`src/design/dbd_pkg.sv`:
```
// Shared types, constants and register codes of the depth block decompressor.
`default_nettype none

package dbd_pkg;

    localparam int WORD_W     = 32;
    localparam int COLS       = 4;
    localparam int ROWS       = 4;
    localparam int ROW_W      = $clog2(ROWS);
    localparam int CFG_IDX_W  = 3;
    localparam int CFG_DATA_W = 32;

    localparam logic [ROW_W-1:0] LAST_ROW = ROW_W'(ROWS - 1);

    localparam logic FMT_Z16   = 1'b0;
    localparam logic FMT_Z24S8 = 1'b1;

    typedef enum logic [CFG_IDX_W-1:0] {
        REG_DEPTH_FORMAT = 3'd0,
        REG_ORIGIN_X     = 3'd1,
        REG_ORIGIN_Y     = 3'd2,
        REG_BYTE_SWAP    = 3'd3,
        REG_MULTISAMPLE  = 3'd4
    } cfg_reg_t;

    typedef struct packed {
        logic       depth_format;
        logic [1:0] origin_x;
        logic       origin_y;
        logic       byte_swap;
        logic       multisample;
    } cfg_t;

    localparam cfg_t CFG_RESET = '{
        depth_format: FMT_Z16,
        origin_x:     2'd2,
        origin_y:     1'b0,
        byte_swap:    1'b0,
        multisample:  1'b0
    };

endpackage

`default_nettype wire

```
`src/design/dbd_cfg_regs.sv`:
```
// Configuration register file written through the configuration channel.
`default_nettype none

module dbd_cfg_regs
    import dbd_pkg::*;
(
    input  wire logic                  clk,
    input  wire logic                  rst_n,
    input  wire logic                  cfg_valid,
    output logic                       cfg_ready,
    input  wire logic [CFG_IDX_W-1:0]  cfg_index,
    input  wire logic [CFG_DATA_W-1:0] cfg_data,
    output cfg_t                       cfg
);

    cfg_t cfg_reg;
    cfg_t cfg_next;

    assign cfg_ready = 1'b1;
    assign cfg       = cfg_reg;

    always_comb
    begin
        cfg_next = cfg_reg;
        if (cfg_valid)
        begin
            case (cfg_index)
                REG_DEPTH_FORMAT: cfg_next.depth_format = cfg_data[0];
                REG_ORIGIN_X:     cfg_next.origin_x     = cfg_data[1:0];
                REG_ORIGIN_Y:     cfg_next.origin_y     = cfg_data[0];
                REG_BYTE_SWAP:    cfg_next.byte_swap    = cfg_data[0];
                REG_MULTISAMPLE:  cfg_next.multisample  = cfg_data[0];
                default:          cfg_next = cfg_reg;
            endcase
        end
    end

    always_ff @(posedge clk or negedge rst_n)
    begin
        if (!rst_n)
        begin
            cfg_reg <= CFG_RESET;
        end
        else
        begin
            cfg_reg <= cfg_next;
        end
    end

endmodule

`default_nettype wire

```
`config.mk`:
```
export PLATFORM = sky130hd
export DESIGN_NAME = dbd_cfg_regs
export DESIGN_NICKNAME = d
export VERILOG_FILES = /design/src/design/dbd_pkg.sv /design/src/design/dbd_cfg_regs.sv
export SDC_FILE = /design/constraint.sdc
export NUM_CORES = 1
export LEC_CHECK = 0
export BUFFER_PORTS_ARGS = -buffer_cell sky130_fd_sc_hd__buf_2
export CAP_MARGIN = 20
export CORE_AREA = 10 10 47 49
export DETAILED_ROUTE_END_ITERATION = 6
export DIE_AREA = 0 0 57 59
export HOLD_SLACK_MARGIN = 0.05
export MAX_ROUTING_LAYER = met4
export PLACE_DENSITY = 0.7
export SYNTH_ARGS = -nofsm -noshare
export SYNTH_HDL_FRONTEND = slang
export SYNTH_SLANG_ARGS = --single-unit
```
`constraint.sdc`:
```
create_clock -name clk -period 0.9 [get_ports clk]
set_clock_uncertainty 0.2 [all_clocks]
set_input_delay 0.18 -clock clk [delete_from_list [all_inputs] [get_ports clk]]
set_output_delay 0.18 -clock clk [all_outputs]
set_load 0.005 [all_outputs]
```
==> impl_metrics.toml, run 1 <==
[run_status]
outcome = "finished with violations"
violations = "negative hold slack, negative setup slack"

[floorplanning]
start_util_pct = 21.3
core_area_um2 = 1400
die-height_um = 59
die_w_um = 57
ios = 45
num_rows = 14
dieArea_um2 = 3360

[global_routing]
antenna_found_initial = 0
grt_max_degree = 7
grt_use_total_pct = 5.18
grt_overflow = 0
grt_pass1_vias = 286
grt_pass1_wl_mm = 1.24

[layout]
multi_input_area_um2 = 160
area_delta_synth_final_pct = 61.1
fin_area_um2 = 482
largest_reg_flops = 6
fillCellCount = 155
drive_gt1_share_pct = 74.4
diodes = 0
fin_util_pct = 34.4
register_area_um2 = 151
num-nets-final = 78

[yosys]
yosys_warnings = 0
ys_seq_area_share_pct = 50.6
yosys.area.top_type = "dfrtp_1"
yosysMostFrequentCell = "dfrtp_1"
synthSimpleGateAreaFrac_pct = 20.5
syn_area_um2 = 299
synth_xor_area_share_pct = 0
synth_top_area_share_pct = 41.8
netlist_top_cells_area = "dfrtp_1 42%, mux2_4 10%, dfstp_2 8.8%"
synth.distinct_cells = 11
yosys-top-cells-count = "5 x dfrtp_1, 2 x and4bb_2, 2 x mux2_1, 2 x mux2_2, 2 x mux2_4"
async_reset_ff_share_pct = 100
synthAdderAreaFrac_pct = 0
synth_top_family_by_area = "multiplexers"
syn_area_per_cell_um2 = 15.7
synth-seq-cells = 6
synth_edf_count = 0
ys.flop_type = "dfrtp_1"
syn-num-nets = 57
synthMuxAreaShare_pct = 25.1
synthCells = 19
synth_compound_area_share_pct = 0

[sta]
slew_violations = 0
finalHoldViolations = 1
fin_hold_ws_ns = -0.0238
rsz0062_at_grt = "true"
min_period_over_period_pct = 137
finalSetupViolCount = 12
period_needed_ns = 1.24
max_freq_ghz = 0.809
fin_ws_ns = -0.336

[pwr]
intPower_mw = 0.701
p_switching_mw = 0.226
combPwrFrac_pct = 30.2
clockPowerShare_pct = 29.4
swShare_pct = 24.4
p_leak_nw = 0.230
peakVddDrop_mv = 0.769
power_density_nw_per_um2 = 1920
power_frac_seq_pct = 40.4

[route]
first_pass_iters = 1
post_drt_via_cell_ratio = 4.29
drt-total-wl_um = 763
drc = 0
ant_nets = 0
avgRoutedWirePerCell_um = 13.9
drt_iter0_drc = 0
vias = 236

[worst_setup_path]
path_cells = "buf_6"
reg2reg_depth = 2
slowest_delay_ns = 0.53
crit_arrival_ns = 0.86
end_kind = "output pin"
crit_buf_inv = 1
critPathKind = "flop to output pin"
crit_slowest_cell = "dfstp_2"
crit_fanout = 2
critPathTopFamily = "flip-flops"
required_ns = 0.52
r2r_end = "cfg[5]"
r2r_start = "cfg[5]"
reg2reg_slack_ns = -0.18
worst_setup_path_start_kind = "flop"

[place]
place.gp.congestion = 0.662
port_buffers = 13
dp_hpwl_um = 591
place_area_um2 = 393

[hold_path]
hp-start = "cfg_data[1]"
min_delay_path_depth = 2
whs_endpoint = "cfg[4]"
min_path_type = "primary input to flop"

[clock_network]
clk_path_buf_depth = 2
cts_hold_buf = 1
insertion_delay_ns = 0.25
cts_tree = "built"
numCtsBuffers = 3
cts.sinks = 6
path_clk_slew_ns = 0.04
htreeDepth = 1
root_buffer = "clkbuf_4"

[run]
cap_viol_max_count = 0
-- logic make-up (layout without fill, tap and decap cells) --
group	after synthesis	in the layout
other	1	1
and+or+nand+nor	5	5
muxes	6	6
DFF	6	6
buffers and inverters	1	21
-- through the flow --
| stage | hold slack (ns) | worst slack [ns] | instances | total power [mW] | TNS, ns |
|---|---|---|---|---|---|
| 4_1_cts | -0.0357 | -0.352 | 54 | 0.891 | -2.18 |
| 6_report | -0.0238 | -0.336 | 55 | 0.927 | -2.26 |
| 3_3_place_gp | -0.188 | -0.347 | 47 | 0.569 | -1.96 |
| 5_1_grt | -0.0157 | -0.379 | 55 | 0.993 | -2.59 |
| 2_1_floorplan | -0.316 | -0.192 | 19 | 0.466 | -0.922 |
| 3_5_place_dp | -0.186 | -0.379 | 47 | 0.575 | -2.07 |
-- worst max path at each step --
stage | from | endpoint | slack (ns) | cells after the start
3_5_place_dp | cfg_index[1] | cfg[3] | -0.38 | 3
4_1_cts | cfg[4] | cfg[4] | -0.35 | 1
6_report | cfg[4] | cfg[4] | -0.34 | 1
3_3_place_gp | cfg_index[1] | cfg[3] | -0.35 | 3
5_1_grt | cfg[4] | cfg[4] | -0.38 | 1
2_1_floorplan | cfg_index[1] | cfg[3] | -0.19 | 2
-- power by group through the flow --
stage	logic [mW]	clock network, mW	registers [mW]
final	0.280	0.273	0.375
after global routing	0.305	0.303	0.385
after CTS	0.239	0.282	0.369
after detailed placement	0.202	0	0.373
after global placement	0.197	0	0.372
after floorplan	0.0906	0	0.375
-- per-layer routing --
layer	GRT usage, %	vias up	part of all wire [%]
li1	-	110	-
met1	6.25	109	58
met2	5.74	15	32
met3	2.58	2	9.3
met4	5.03	0	1.0
met5	-	-	0
-- cell type report --
type                       count  area share (%)
clock buffer                   4            5.45
tap                           16            4.16
sequential                     6            31.4
timing repair buffer          17            25.7
multi-input combinational     12            33.2
-- repair_timing --
item                                    CTS  global route
endpoints found under the setup margin   12            12
resized for setup                         4             5
endpoints found under the hold margin    10             1
pin swaps                                 2             1
buffers inserted                          2             1
-- placed cells by master (no fill, tap or decap) --
cell type / synthesis / layout
clkbuf_1: 0 / 1
and4bb_2: 2 / 3
conb_1: 1 / 1
dlygate4sd3_1: 0 / 1
mux2_4: 2 / 5
clkbuf_4: 0 / 3
mux2_1: 2 / 1
dfrtp_1: 5 / 5
nand4b_1: 1 / 1
buf_2: 0 / 10
buf_6: 0 / 5
buf_4: 1 / 1
nor4b_4: 0 / 1
dfstp_2: 1 / 1
No activity file was read; power rests on OpenSTA's default activity.
==> inputs of run 2 (changes only) <==
Settings changed: CELL_PAD_IN_SITES_DETAIL_PLACEMENT from default to 1, CELL_PAD_IN_SITES_GLOBAL_PLACEMENT from default to 1, CORE_AREA 10 10 47 49 to default, CORE_MARGIN from default to 10, CORE_UTILIZATION from default to 16, DIE_AREA 0 0 57 59 to default, PLACE_DENSITY 0.7 to 0.75.
==> impl_metrics.toml, run 2 (synthesis gave the netlist of run 1 again) <==
[route]
post_drt_via_cell_ratio = 3.81
ant_nets = 0
drt_iter0_drc = 1
drt-total-wl_um = 882
wl_met2_um = 474
vias = 240
top_layer = "met4"
avgRoutedWirePerCell_um = 14.0
first_pass_iters = 2
drc = 0
wl_met3_um = 54
wl_met1_um = 347

[floorplanning]
num_rows = 15
ios = 45
dieArea_um2 = 4000
core_area_um2 = 1750
start_util_pct = 17.1
die-height_um = 63.2
die_w_um = 63.2

[worst_setup_path]
crit_slowest_cell = "dfstp_2"
reg2reg_slack_ns = -0.17
cp.depth = 1
cp-startpoint = "cfg[4]"
r2r_start = "cfg[5]"
path_cells = "buf_6"
critPathKind = "flop to output pin"
crit_buf_inv = 1
slowest_delay_ns = 0.53
reg2reg_depth = 2
crit_fanout = 2
crit_arrival_ns = 0.87
r2r_end = "cfg[5]"
worst_setup_path_start_kind = "flop"
required_ns = 0.52
critPathTopFamily = "flip-flops"
critPathCapture = "cfg[4]"
end_kind = "output pin"

[run_status]
outcome = "finished with violations"
violations = "negative hold slack, negative setup slack"

[layout]
diodes = 0
largest_reg_flops = 6
final_cell_mix = "9 x buf_2, 5 x mux2_4, 5 x dfrtp_1, 5 x buf_6, 3 x clkbuf_4"
fin_util_pct = 28.0
area_delta_synth_final_pct = 63.2
num-nets-final = 77
final_common_cell = "buf_2"
drive_gt1_share_pct = 71.1
stdcell_count = 63

[place]
port_buffers = 13
place.gp.congestion = 0.628
dp_hpwl_um = 666
dp_slack_ns = -0.364
dp.cells = 56

[sta]
finalSetupViolCount = 12
fin_ws_ns = -0.350
min_period_over_period_pct = 139
period_needed_ns = 1.25
finalHoldViolations = 1
slew_violations = 0
rsz0062_at_grt = "true"
fin_hold_ws_ns = -0.0326
max_freq_ghz = 0.800

[global_routing]
grt_use_total_pct = 4.62
grt_pass1_vias = 268
grt_pass1_wl_mm = 1.28
grt_overflow = 0
grt_max_degree = 7
antenna_found_initial = 0

[pwr]
p_leak_nw = 0.229
power_density_nw_per_um2 = 1890
peakVddDrop_mv = 0.614

[clock_network]
root_buffer = "clkbuf_4"
insertion_delay_ns = 0.25
htreeDepth = 1
cts_hold_buf = 1
clk_path_buf_depth = 2
cts.sinks = 6
numCtsBuffers = 3
cts_tree = "built"
path_clk_slew_ns = 0.05

[hold_path]
min_path_type = "primary input to flop"

[run]
cap_viol_max_count = 0
## run 2: how the worst min path moves through the flow
stage                      startpoint  endpoint  slack, ns  cells past startpoint
after global routing      cfg_data[1]    cfg[4]      -0.04                      2
after floorplan                 rst_n    cfg[0]      -0.32                      0
after CTS                 cfg_data[1]    cfg[4]      -0.04                      2
after global placement          rst_n    cfg[1]      -0.19                      1
after detailed placement        rst_n    cfg[1]      -0.18                      1
final                     cfg_data[1]    cfg[4]      -0.03                      2
## run 2: routing by layer
metal  up-vias  track usage, %
li1        107               -
met1       122            3.67
met2         9            7.49
met3         2            3.71
met4         0            2.46
met5         -               -
## run 2: layout make-up
type | count | area (um2)
Multi-Input combinational cell | 12 | 160
Fill cell | 198 | 1260
Sequential cell | 6 | 151
Clock buffer | 4 | 26.3
Timing Repair Buffer | 16 | 119
Tap cell | 25 | 31.3
## run 2: power by group
part           internal [mW]  switching [mW]
logic                  0.185          0.0847
clock network          0.169           0.110
registers              0.338          0.0352
## run 2: timing repair
item	CTS	global route
buffers inserted	2	0
resized for setup	7	2
pin swaps	2	1
hold endpoints to repair	12	1
endpoints found under the setup margin	12	12
## run 2: per-stage QoR
step	TNS [ns]	power (mW)	cell area (um2)
floorplan	-0.922	0.466	315
global placement	-2.03	0.574	404
detailed placement	-2.06	0.581	404
CTS	-2.20	0.934	480
global route	-2.44	0.989	488
finish	-2.10	0.921	488
